File: config.mk
export PLATFORM = sky130hd
export DESIGN_NAME = encoder_speed_meter
export DESIGN_NICKNAME = d
export VERILOG_FILES = /design/src/design/esm_pkg.sv /design/src/design/esm_ctrl.sv /design/src/design/esm_dp.sv /design/src/design/encoder_speed_meter.sv
export VERILOG_INCLUDE_DIRS = /design/src /design/src/design
export SDC_FILE = /design/constraint.sdc
export NUM_CORES = 2
export LEC_CHECK = 0
export BUFFER_PORTS_ARGS = -buffer_cell sky130_fd_sc_hd__clkbuf_2
export CAP_MARGIN = 10
export CORE_MARGIN = 3
export CORE_UTILIZATION = 45
export DETAILED_ROUTE_END_ITERATION = 12
export GPL_ROUTABILITY_DRIVEN = 1
export PLACE_DENSITY_LB_ADDON = 0.2
export SLEW_MARGIN = 10
export SYNTH_ARGS = -nofsm -noshare
export SYNTH_HDL_FRONTEND = slang
export SYNTH_SLANG_ARGS = --single-unit
File: constraint.sdc
create_clock -name i_clk -period 9.37 [get_ports i_clk]
set_clock_uncertainty 0.2 [all_clocks]
set_input_delay 1.4055 -clock i_clk [delete_from_list [all_inputs] [get_ports i_clk]]
set_output_delay 1.4055 -clock i_clk [all_outputs]
set_load 0.02 [all_outputs]
File: src/design/assert_macros.svh
// assertion shorthands shared by the speed meter modules
// clock and reset are the block's i_clk and i_rst_n
`ifndef ASSERT_MACROS_SVH
`define ASSERT_MACROS_SVH

// property checked at every edge outside reset
`define ESM_ASSERT(label, prop) \
    label: assert property (@(posedge i_clk) disable iff (!i_rst_n) (prop)) \
        else $error("speed meter assertion failed");

// condition implies a consequence in the following cycle
`define ESM_ASSERT_NEXT(label, cond, cons) \
    label: assert property (@(posedge i_clk) disable iff (!i_rst_n) (cond) |=> (cons)) \
        else $error("speed meter assertion failed");

`endif

File: src/design/esm_pkg.sv
// ---------------------------------------------------------------------------
// esm_pkg
// Types and constants of the encoder speed meter: beat payloads, register
// indexes, commands, controller states and divider sizing.
// ---------------------------------------------------------------------------
package esm_pkg;

    localparam int DATA_W   = 32;
    localparam int CFG_W    = 16;
    localparam int CFG_IDX_W = 2;
    localparam logic [15:0] MS_PER_MIN = 16'd60000;

    // |delta| * 60000 < 2^47, pulses_per_rev * elapsed < 2^48
    localparam int NUM_W     = 47;
    localparam int DEN_W     = 48;
    localparam int DIV_STEPS = NUM_W;
    localparam int DIV_CNT_W = $clog2(DIV_STEPS);

    typedef enum logic [1:0] {
        CMD_EDGE   = 2'd0,
        CMD_SAMPLE = 2'd1,
        CMD_CLEAR  = 2'd2,
        CMD_NOP    = 2'd3
    } t_cmd;

    typedef enum logic [CFG_IDX_W-1:0] {
        CFG_ENABLE = 2'd0,
        CFG_PPR    = 2'd1,
        CFG_PERIOD = 2'd2,
        CFG_UNUSED = 2'd3
    } t_cfg_idx;

    typedef struct packed {
        t_cmd        cmd;
        logic        b_level;
        logic [31:0] now_ms;
    } t_in;

    typedef struct packed {
        logic signed [31:0] rpm;
        logic signed [31:0] last_delta;
        logic signed [31:0] total_count;
        logic               rpm_updated;
    } t_out;

    typedef enum logic [2:0] {
        ST_IDLE,
        ST_EXEC,
        ST_MUL,
        ST_DIV,
        ST_SAT,
        ST_DONE
    } t_state;

    // controller to datapath
    typedef struct packed {
        logic load;
        logic exec;
        logic mul;
        logic div_step;
        logic sat;
        logic out_load;
    } t_ctrl_cmd;

    // datapath to controller
    typedef struct packed {
        logic need_div;
        logic out_free;
    } t_ctrl_sts;

endpackage

File: src/design/esm_ctrl.sv
// ---------------------------------------------------------------------------
// esm_ctrl
// Sequencer of the speed meter: takes one beat at a time, steps the
// datapath through update, then multiply, divide and saturate when a speed is due, and result load.
// ---------------------------------------------------------------------------
`include "assert_macros.svh"

module esm_ctrl
    import esm_pkg::*;
(
    input  logic      i_clk,
    input  logic      i_rst_n,
    input  logic      i_in_valid,
    output logic      o_in_ready,
    input  t_ctrl_sts i_sts,
    output t_ctrl_cmd o_cmd
);

    t_state               r_state, n_state;
    logic [DIV_CNT_W-1:0] r_cnt, n_cnt;

    // state and iteration counter
    always_ff @(posedge i_clk) begin
        if (!i_rst_n) begin
            r_state <= ST_IDLE;
            r_cnt   <= '0;
        end else begin
            r_state <= n_state;
            r_cnt   <= n_cnt;
        end
    end

    // next state and commands
    always_comb begin
        n_state    = r_state;
        n_cnt      = r_cnt;
        o_cmd      = '0;
        o_in_ready = 1'b0;
        unique case (r_state)
            ST_IDLE: begin
                o_in_ready = 1'b1;
                if (i_in_valid) begin
                    o_cmd.load = 1'b1;
                    n_state    = ST_EXEC;
                end
            end
            ST_EXEC: begin
                o_cmd.exec = 1'b1;
                n_state    = i_sts.need_div ? ST_MUL : ST_DONE;
            end
            ST_MUL: begin
                o_cmd.mul = 1'b1;
                n_cnt     = DIV_CNT_W'(DIV_STEPS - 1);
                n_state   = ST_DIV;
            end
            ST_DIV: begin
                o_cmd.div_step = 1'b1;
                n_cnt          = r_cnt - 1'b1;
                if (r_cnt == '0) begin
                    n_state = ST_SAT;
                end
            end
            ST_SAT: begin
                o_cmd.sat = 1'b1;
                n_state   = ST_DONE;
            end
            ST_DONE: begin
                if (i_sts.out_free) begin
                    o_cmd.out_load = 1'b1;
                    n_state        = ST_IDLE;
                end
            end
            default: begin
                n_state = ST_IDLE;
            end
        endcase
    end

    `ESM_ASSERT(a_cmd_onehot, $onehot0(o_cmd))
    `ESM_ASSERT_NEXT(a_accept_exec, i_in_valid && o_in_ready, r_state == ST_EXEC)
    `ESM_ASSERT(a_cnt_range, r_state != ST_DIV || r_cnt < DIV_CNT_W'(DIV_STEPS))

endmodule

File: src/design/esm_dp.sv
// ---------------------------------------------------------------------------
// esm_dp
// Datapath of the speed meter: configuration, edge counters, sample
// bookkeeping, multiply stage, restoring divider, saturation and the
// output register.
// ---------------------------------------------------------------------------
`include "assert_macros.svh"

module esm_dp
    import esm_pkg::*;
(
    input  logic                 i_clk,
    input  logic                 i_rst_n,
    input  logic                 i_cfg_we,
    input  logic [CFG_IDX_W-1:0] i_cfg_idx,
    input  logic [CFG_W-1:0]     i_cfg_data,
    input  t_in                  i_in,
    input  logic                 i_out_ready,
    output logic                 o_out_valid,
    output t_out                 o_out,
    input  t_ctrl_cmd            i_cmd,
    output t_ctrl_sts            o_sts
);

    // configuration
    logic             r_enable;
    logic [CFG_W-1:0] r_ppr;
    logic [CFG_W-1:0] r_period;

    // item and counter state
    t_in               r_in;
    logic [DATA_W-1:0] r_total;
    logic [DATA_W-1:0] r_window;
    logic [DATA_W-1:0] r_delta;
    logic [DATA_W-1:0] r_speed;
    logic [DATA_W-1:0] r_last_time;
    logic [DATA_W-1:0] r_elapsed;
    logic              r_updated;

    // divider
    logic             r_neg;
    logic [DEN_W-1:0] r_den;
    logic [NUM_W-1:0] r_quo;
    logic [DEN_W-1:0] r_rem;

    // output register
    logic r_out_valid;
    t_out r_out;

    logic [DATA_W-1:0] elapsed;
    logic              take;
    logic [DATA_W-1:0] step;
    logic [DATA_W-1:0] delta_mag;
    logic [DEN_W-1:0]  num_full;
    logic [DEN_W-1:0]  den_full;
    logic [DEN_W:0]    shifted;
    logic [DEN_W+1:0]  diff;
    logic [DATA_W-1:0] sat_val;

    // sample decision on the current state
    assign elapsed = r_in.now_ms - r_last_time;
    assign take    = (r_in.cmd == CMD_SAMPLE) && r_enable && (r_last_time != '0)
                     && (elapsed >= {16'b0, r_period});
    assign step    = r_in.b_level ? {DATA_W{1'b1}} : DATA_W'(1);

    assign o_sts.need_div = take && (r_ppr != '0) && (elapsed != '0);
    assign o_sts.out_free = !r_out_valid || i_out_ready;

    // magnitudes for the divide
    assign delta_mag = r_delta[DATA_W-1] ? (~r_delta + 1'b1) : r_delta;
    assign num_full  = {16'b0, delta_mag} * {32'b0, MS_PER_MIN};
    assign den_full  = {32'b0, r_ppr} * {16'b0, r_elapsed};

    // one restoring divide step
    assign shifted = {r_rem, r_quo[NUM_W-1]};
    assign diff    = {1'b0, shifted} - {2'b0, r_den};

    // saturate quotient magnitude to signed 32 bits
    always_comb begin
        if (r_neg) begin
            if (r_quo > NUM_W'(64'h8000_0000)) begin
                sat_val = 32'h8000_0000;
            end else begin
                sat_val = ~r_quo[DATA_W-1:0] + 1'b1;
            end
        end else begin
            if (r_quo > NUM_W'(64'h7FFF_FFFF)) begin
                sat_val = 32'h7FFF_FFFF;
            end else begin
                sat_val = r_quo[DATA_W-1:0];
            end
        end
    end

    // configuration writes
    always_ff @(posedge i_clk) begin
        if (!i_rst_n) begin
            r_enable <= 1'b0;
            r_ppr    <= 16'd1024;
            r_period <= 16'd100;
        end else if (i_cfg_we) begin
            unique case (t_cfg_idx'(i_cfg_idx))
                CFG_ENABLE: r_enable <= i_cfg_data[0];
                CFG_PPR:    r_ppr    <= i_cfg_data;
                CFG_PERIOD: r_period <= i_cfg_data;
                default: ;
            endcase
        end
    end

    // item capture
    always_ff @(posedge i_clk) begin
        if (i_cmd.load) begin
            r_in <= i_in;
        end
    end

    // counters, sample bookkeeping and speed
    always_ff @(posedge i_clk) begin
        if (!i_rst_n) begin
            r_total     <= '0;
            r_window    <= '0;
            r_delta     <= '0;
            r_speed     <= '0;
            r_last_time <= '0;
            r_updated   <= 1'b0;
        end else if (i_cmd.exec) begin
            r_updated <= take;
            unique case (r_in.cmd)
                CMD_EDGE: begin
                    r_total  <= r_total + step;
                    r_window <= r_window + step;
                end
                CMD_SAMPLE: begin
                    if (r_enable && r_last_time == '0) begin
                        r_last_time <= r_in.now_ms;
                    end else if (take) begin
                        r_delta     <= r_window;
                        r_window    <= '0;
                        r_last_time <= r_in.now_ms;
                        if (!o_sts.need_div) begin
                            r_speed <= '0;
                        end
                    end
                end
                CMD_CLEAR: begin
                    r_total     <= '0;
                    r_window    <= '0;
                    r_delta     <= '0;
                    r_speed     <= '0;
                    r_last_time <= '0;
                end
                default: ;
            endcase
        end else if (i_cmd.sat) begin
            r_speed <= sat_val;
        end
    end

    // elapsed time of a taken window
    always_ff @(posedge i_clk) begin
        if (i_cmd.exec) begin
            r_elapsed <= elapsed;
        end
    end

    // multiply stage loads the divider, then one quotient bit a cycle
    always_ff @(posedge i_clk) begin
        if (i_cmd.mul) begin
            r_neg <= r_delta[DATA_W-1];
            r_den <= den_full;
            r_quo <= num_full[NUM_W-1:0];
            r_rem <= '0;
        end else if (i_cmd.div_step) begin
            r_quo <= {r_quo[NUM_W-2:0], ~diff[DEN_W+1]};
            r_rem <= diff[DEN_W+1] ? shifted[DEN_W-1:0] : diff[DEN_W-1:0];
        end
    end

    // output register valid
    always_ff @(posedge i_clk) begin
        if (!i_rst_n) begin
            r_out_valid <= 1'b0;
        end else if (i_cmd.out_load) begin
            r_out_valid <= 1'b1;
        end else if (i_out_ready) begin
            r_out_valid <= 1'b0;
        end
    end

    // output register payload
    always_ff @(posedge i_clk) begin
        if (i_cmd.out_load) begin
            r_out.rpm         <= r_speed;
            r_out.last_delta  <= r_delta;
            r_out.total_count <= r_total;
            r_out.rpm_updated <= r_updated;
        end
    end

    assign o_out_valid = r_out_valid;
    assign o_out       = r_out;

    `ESM_ASSERT(a_load_free, !i_cmd.out_load || !r_out_valid || i_out_ready)
    `ESM_ASSERT_NEXT(a_window_cleared, i_cmd.exec && take, r_window == '0 && r_updated)

endmodule

File: src/design/encoder_speed_meter.sv
// ---------------------------------------------------------------------------
// encoder_speed_meter
// Encoder edge counter and speed meter. Input beats carry an A-phase edge,
// a timed sample or a clear; every beat yields one result beat.
//
// Usage:
//  - input channel i_in_valid / o_in_ready with payload i_in (cmd, b_level,
//    now_ms); output channel o_out_valid / i_out_ready with payload o_out
//  - configuration by i_cfg_we, i_cfg_idx, i_cfg_data while no beat is in
//    flight: 0 enable, 1 pulses per revolution, 2 sample period in ms
//  - an edge, clear or sample that takes no window goes through update and
//    result load; a sample that computes speed also passes the multiply, the
//    47-step restoring divider (one quotient bit per cycle) and saturation
//  - one beat at a time: the next beat can be taken in the cycle after the
//    result is loaded, not while the last beat is still in the sequence
//  - the result sits in an output register; the next beat is accepted while
//    it waits, and only loading the following result waits for the receiver
//  - reset clears all counts, speed and sample time, disables sampling and
//    sets 1024 pulses per revolution and a 100 ms period
// ---------------------------------------------------------------------------
module encoder_speed_meter
    import esm_pkg::*;
(
    input  logic                 i_clk,
    input  logic                 i_rst_n,
    input  logic                 i_cfg_we,
    input  logic [CFG_IDX_W-1:0] i_cfg_idx,
    input  logic [CFG_W-1:0]     i_cfg_data,
    input  logic                 i_in_valid,
    output logic                 o_in_ready,
    input  t_in                  i_in,
    output logic                 o_out_valid,
    input  logic                 i_out_ready,
    output t_out                 o_out
);

    t_ctrl_cmd ctrl_cmd;
    t_ctrl_sts ctrl_sts;

    // sequencer
    esm_ctrl u_ctrl (
        .i_clk      (i_clk),
        .i_rst_n    (i_rst_n),
        .i_in_valid (i_in_valid),
        .o_in_ready (o_in_ready),
        .i_sts      (ctrl_sts),
        .o_cmd      (ctrl_cmd)
    );

    // datapath
    esm_dp u_dp (
        .i_clk       (i_clk),
        .i_rst_n     (i_rst_n),
        .i_cfg_we    (i_cfg_we),
        .i_cfg_idx   (i_cfg_idx),
        .i_cfg_data  (i_cfg_data),
        .i_in        (i_in),
        .i_out_ready (i_out_ready),
        .o_out_valid (o_out_valid),
        .o_out       (o_out),
        .i_cmd       (ctrl_cmd),
        .o_sts       (ctrl_sts)
    );

endmodule

==> results.toml <==
[status]
status = "complete, no violations"

[clocking]
cts_resized = 0
cts_made_buffers = 59
clk_pin_slew_worst_paths_ns = 0.06
clockBufferDepth = 3
clk_latency_ns = 0.71
cts_sinks = 512
hold_buffers = 0
cts_setup_buffers = 0
cts-root-buf = "clkbuf_16"
htreeDepth = 2
cts_tree = "done"

[setup_path]
r2r_slack_ns = 1.15
arrival_ns = 8.44
critPathKind = "reg2reg"
cp-end-kind = "register"
reg2reg_to = "u_dp.r_quo[43]$_DFFE_PP_"
ff2ff_path_depth = 25
crit_fanout = 9
timing.rr.start = "u_dp.r_delta[9]$_SDFFE_PN0P_"
cp.required_ns = 9.59
worstSetupStartpointType = "register"

[worst_hold_path]
hold_start = "u_dp.r_speed[8]$_SDFFE_PN0P_"
whs_endpoint = "u_dp.o_out[73]$_DFFE_PP_"
hold_depth = 0
hold_path_class = "reg2reg"

[die]
die_area_mm2 = 0.116
initial_core_util_pct = 45.5
dieHeight_um = 341
die_w_um = 341
io_pins = 157
core_area_mm2 = 0.111
num_rows = 122

[power_and_ir_drop]
p_int_mw = 5.09
p_leak_nw = 23.4
power_frac_seq_pct = 35.2
ir_worst_vdd_uv = 164
p_sw_share_pct = 36.1
power_frac_clock_pct = 30.7
p_per_area_mw_per_mm2 = 146
power_switching_mw = 2.88
combPwrFrac_pct = 34.1

[route]
ant_nets = 0
post_drt_wl_per_cell_um = 17.8
vias = 37979
avgViaCountPerCell = 5.40
drt-pass1-iter-count = 6
wirelength_um = 125000
drc_errors = 0
drt_iter0_markers = 2673

[synth]
syn_inst = 5479
yosys_warnings = 0
synth.largest_area_cell = "fa_1"
synth.distinct_cells = 92
ys_seq_elements = 512
synthDominantCellAreaShare_pct = 20.7
synth.avg_cell_area_um2 = 9.19
synthTopCellsByArea = "fa_1 21%, edfxtp_1 15%, dfxtp_1 10%"
netlist_area_mm2 = 0.0504
yosysMostFrequentCell = "inv_1"
async_flop_share_pct = 0
synth-edff-count = 255
synth_nets = 6458
ys.flop_type = "dfxtp_1"
ys_top_cells_by_count = "723 x inv_1, 653 x nand2_1, 522 x fa_1, 399 x ha_1, 279 x a21oi_1"
synth-seq-area-share_pct = 25.4

[global_routing]
antenna_found_initial = 5
grt_pass1_wl_um = 207000
gr-total-overflow = 0
grt_usage_pct = 21.8
grt_max_degree = 103
grt_pass1_vias = 37985

[final_layout]
drive_gt1_share_pct = 6.39
final_nets = 6472
syn_to_final_growth_pct = 8.28
nFillCells = 10621
multiInputGateArea_mm2 = 0.0339
regArea_mm2 = 0.0128
post-route-util_pct = 49.2

[placed_design]
place_congestion = 0.881
dp_slack_ns = 1.23
hpwlAfterDp_um = 94300
port_buffers = 156

[sta]
tightest_slew_ns = 1.12
setup_violations = 0
layout_setup_ws_ns = 1.15
finalHoldViolCount = 0
rsz0062_at_grt = "false"
min_period_over_period_pct = 87.8
finalSetupTns_ns = 0
relSlewSlack_pct = 25.2
timing.final.max_slew_violations = 0
period_needed_ns = 8.22
timing.fmax_mhz = 122

[run]
cap_violations = 0
-- worst max path at each step --
stage	start	to
after floorplan	u_dp.r_delta[9]$_SDFFE_PN0P_	u_dp.r_quo[43]$_DFFE_PP_
after global placement	u_dp.r_delta[8]$_SDFFE_PN0P_	u_dp.r_quo[43]$_DFFE_PP_
after detailed placement	u_dp.r_delta[8]$_SDFFE_PN0P_	u_dp.r_quo[43]$_DFFE_PP_
after CTS	u_dp.r_delta[8]$_SDFFE_PN0P_	u_dp.r_quo[43]$_DFFE_PP_
after global routing	u_dp.r_delta[8]$_SDFFE_PN0P_	u_dp.r_quo[43]$_DFFE_PP_
final	u_dp.r_delta[9]$_SDFFE_PN0P_	u_dp.r_quo[43]$_DFFE_PP_
-- state kept, by name, indices dropped and copies added (netlist names), 3 cells and up --
register and flops:
u_dp.o_out 97, u_dp.r_den 48, u_dp.r_rem 48, u_dp.r_quo 47, u_dp.r_in 35, u_dp.r_delta 32
u_dp.r_elapsed 32, u_dp.r_last_time 32, u_dp.r_speed 32, u_dp.r_total 32, u_dp.r_window 32, u_dp.r_period 16
u_dp.r_ppr 16, u_ctrl.r_cnt 6, u_ctrl.r_state 3
-- placed cells by master (no fill, tap or decap), types with 42 or more instances in the layout --
| cell type | n |
|---|---|
| a21boi_0 | 43 |
| a21boi_1 | 57 |
| a21o_1 | 144 |
| a21oi_1 | 279 |
| and2_1 | 195 |
| buf_4 | 42 |
| clkbuf_16 | 61 |
| clkbuf_2 | 155 |
| dfxtp_1 | 253 |
| edfxtp_1 | 255 |
| fa_1 | 522 |
| ha_1 | 398 |
| inv_1 | 721 |
| mux2i_1 | 64 |
| nand2_1 | 653 |
| nand2b_1 | 66 |
| nand3_1 | 129 |
| nand3b_1 | 70 |
| nand4_1 | 44 |
| nor2_1 | 217 |
| nor2b_1 | 61 |
| nor3_1 | 50 |
| o21ai_0 | 178 |
| or3_1 | 47 |
| xnor2_1 | 186 |
| xor2_1 | 94 |
-- critical path, cell delays in order, from the launching register on --
cell	delay [ns]
dfxtp_1	0.39
or4_1	0.57
or3_1	0.33
or2_0	0.29
o31ai_1	0.38
xnor2_1	0.43
xnor2_1	0.32
xnor2_1	0.21
ha_1	0.37
xor2_1	0.19
fa_1	0.56
fa_1	0.44
fa_1	0.51
inv_1	0.04
ha_1	0.39
a21o_1	0.19
a21o_1	0.17
a21oi_1	0.25
nand2_1	0.10
o21ai_0	0.40
a2bb2oi_1	0.31
a21oi_1	0.14
a41oi_1	0.30
nor2b_1	0.20
xnor2_1	0.08
a22o_1	0.18
-- power by group through the flow --
stage                     Clock (mW)  Sequential (mW)  Combinational (mW)
after floorplan                    0             2.71                2.06
after global placement             0             2.84                2.66
after detailed placement           0             2.84                2.70
after CTS                       2.53             2.79                2.72
after global routing            2.61             2.82                3.10
final                           2.45             2.80                2.72
-- layer usage --
metal | up-vias | part of all wire [%] | wire, um | track usage [%]
met3 | 169 | 5.8 | 7280 | 3.74
li1 | 18437 | - | - | -
met1 | 18434 | 48 | 59900 | 31.7
met4 | 0 | 2.3 | 2910 | 5.34
met2 | 939 | 44 | 55000 | 33.7
met5 | - | 0 | 0 | 0
-- layout make-up --
type	count	share of cell area, %
multi-input cells	3997	62.2
flip-flops and latches	512	23.5
inverters	725	4.99
well taps	1488	3.41
clock buffers	70	2.93
repair buffers	198	2.02
clock inverters	42	0.922
diodes	6	0.0275
-- logic make-up (layout without fill, tap and decap cells) --
| logic type | count (synthesis) | count (layout) | synth area share [%] |
|---|---|---|---|
| AND/OR/NAND/NOR | 1663 | 1663 | 16.3 |
| AO/OA/AOI/OAI | 1067 | 1067 | 14.0 |
| buffers and inverters | 970 | 1035 | 7.37 |
| adder cells (fa/ha/maj) | 921 | 921 | 30.7 |
| flip-flops | 512 | 512 | 25.4 |
| XOR/XNOR | 281 | 281 | 4.90 |
| multiplexers | 65 | 65 | 1.29 |
| other | 0 | 6 | 0 |
-- through the flow --
step	area, um2	hold WS [ns]	power (mW)	cells
6_report	54500	0.228	7.97	7038
5_1_grt	54500	0.243	8.53	7034
4_1_cts	54500	0.228	8.04	7032
3_5_place_dp	52400	0.213	5.54	6920
3_3_place_gp	52400	0.216	5.50	6920
2_1_floorplan	50400	0.206	4.76	5479
(Power assumes the default switching activity.)
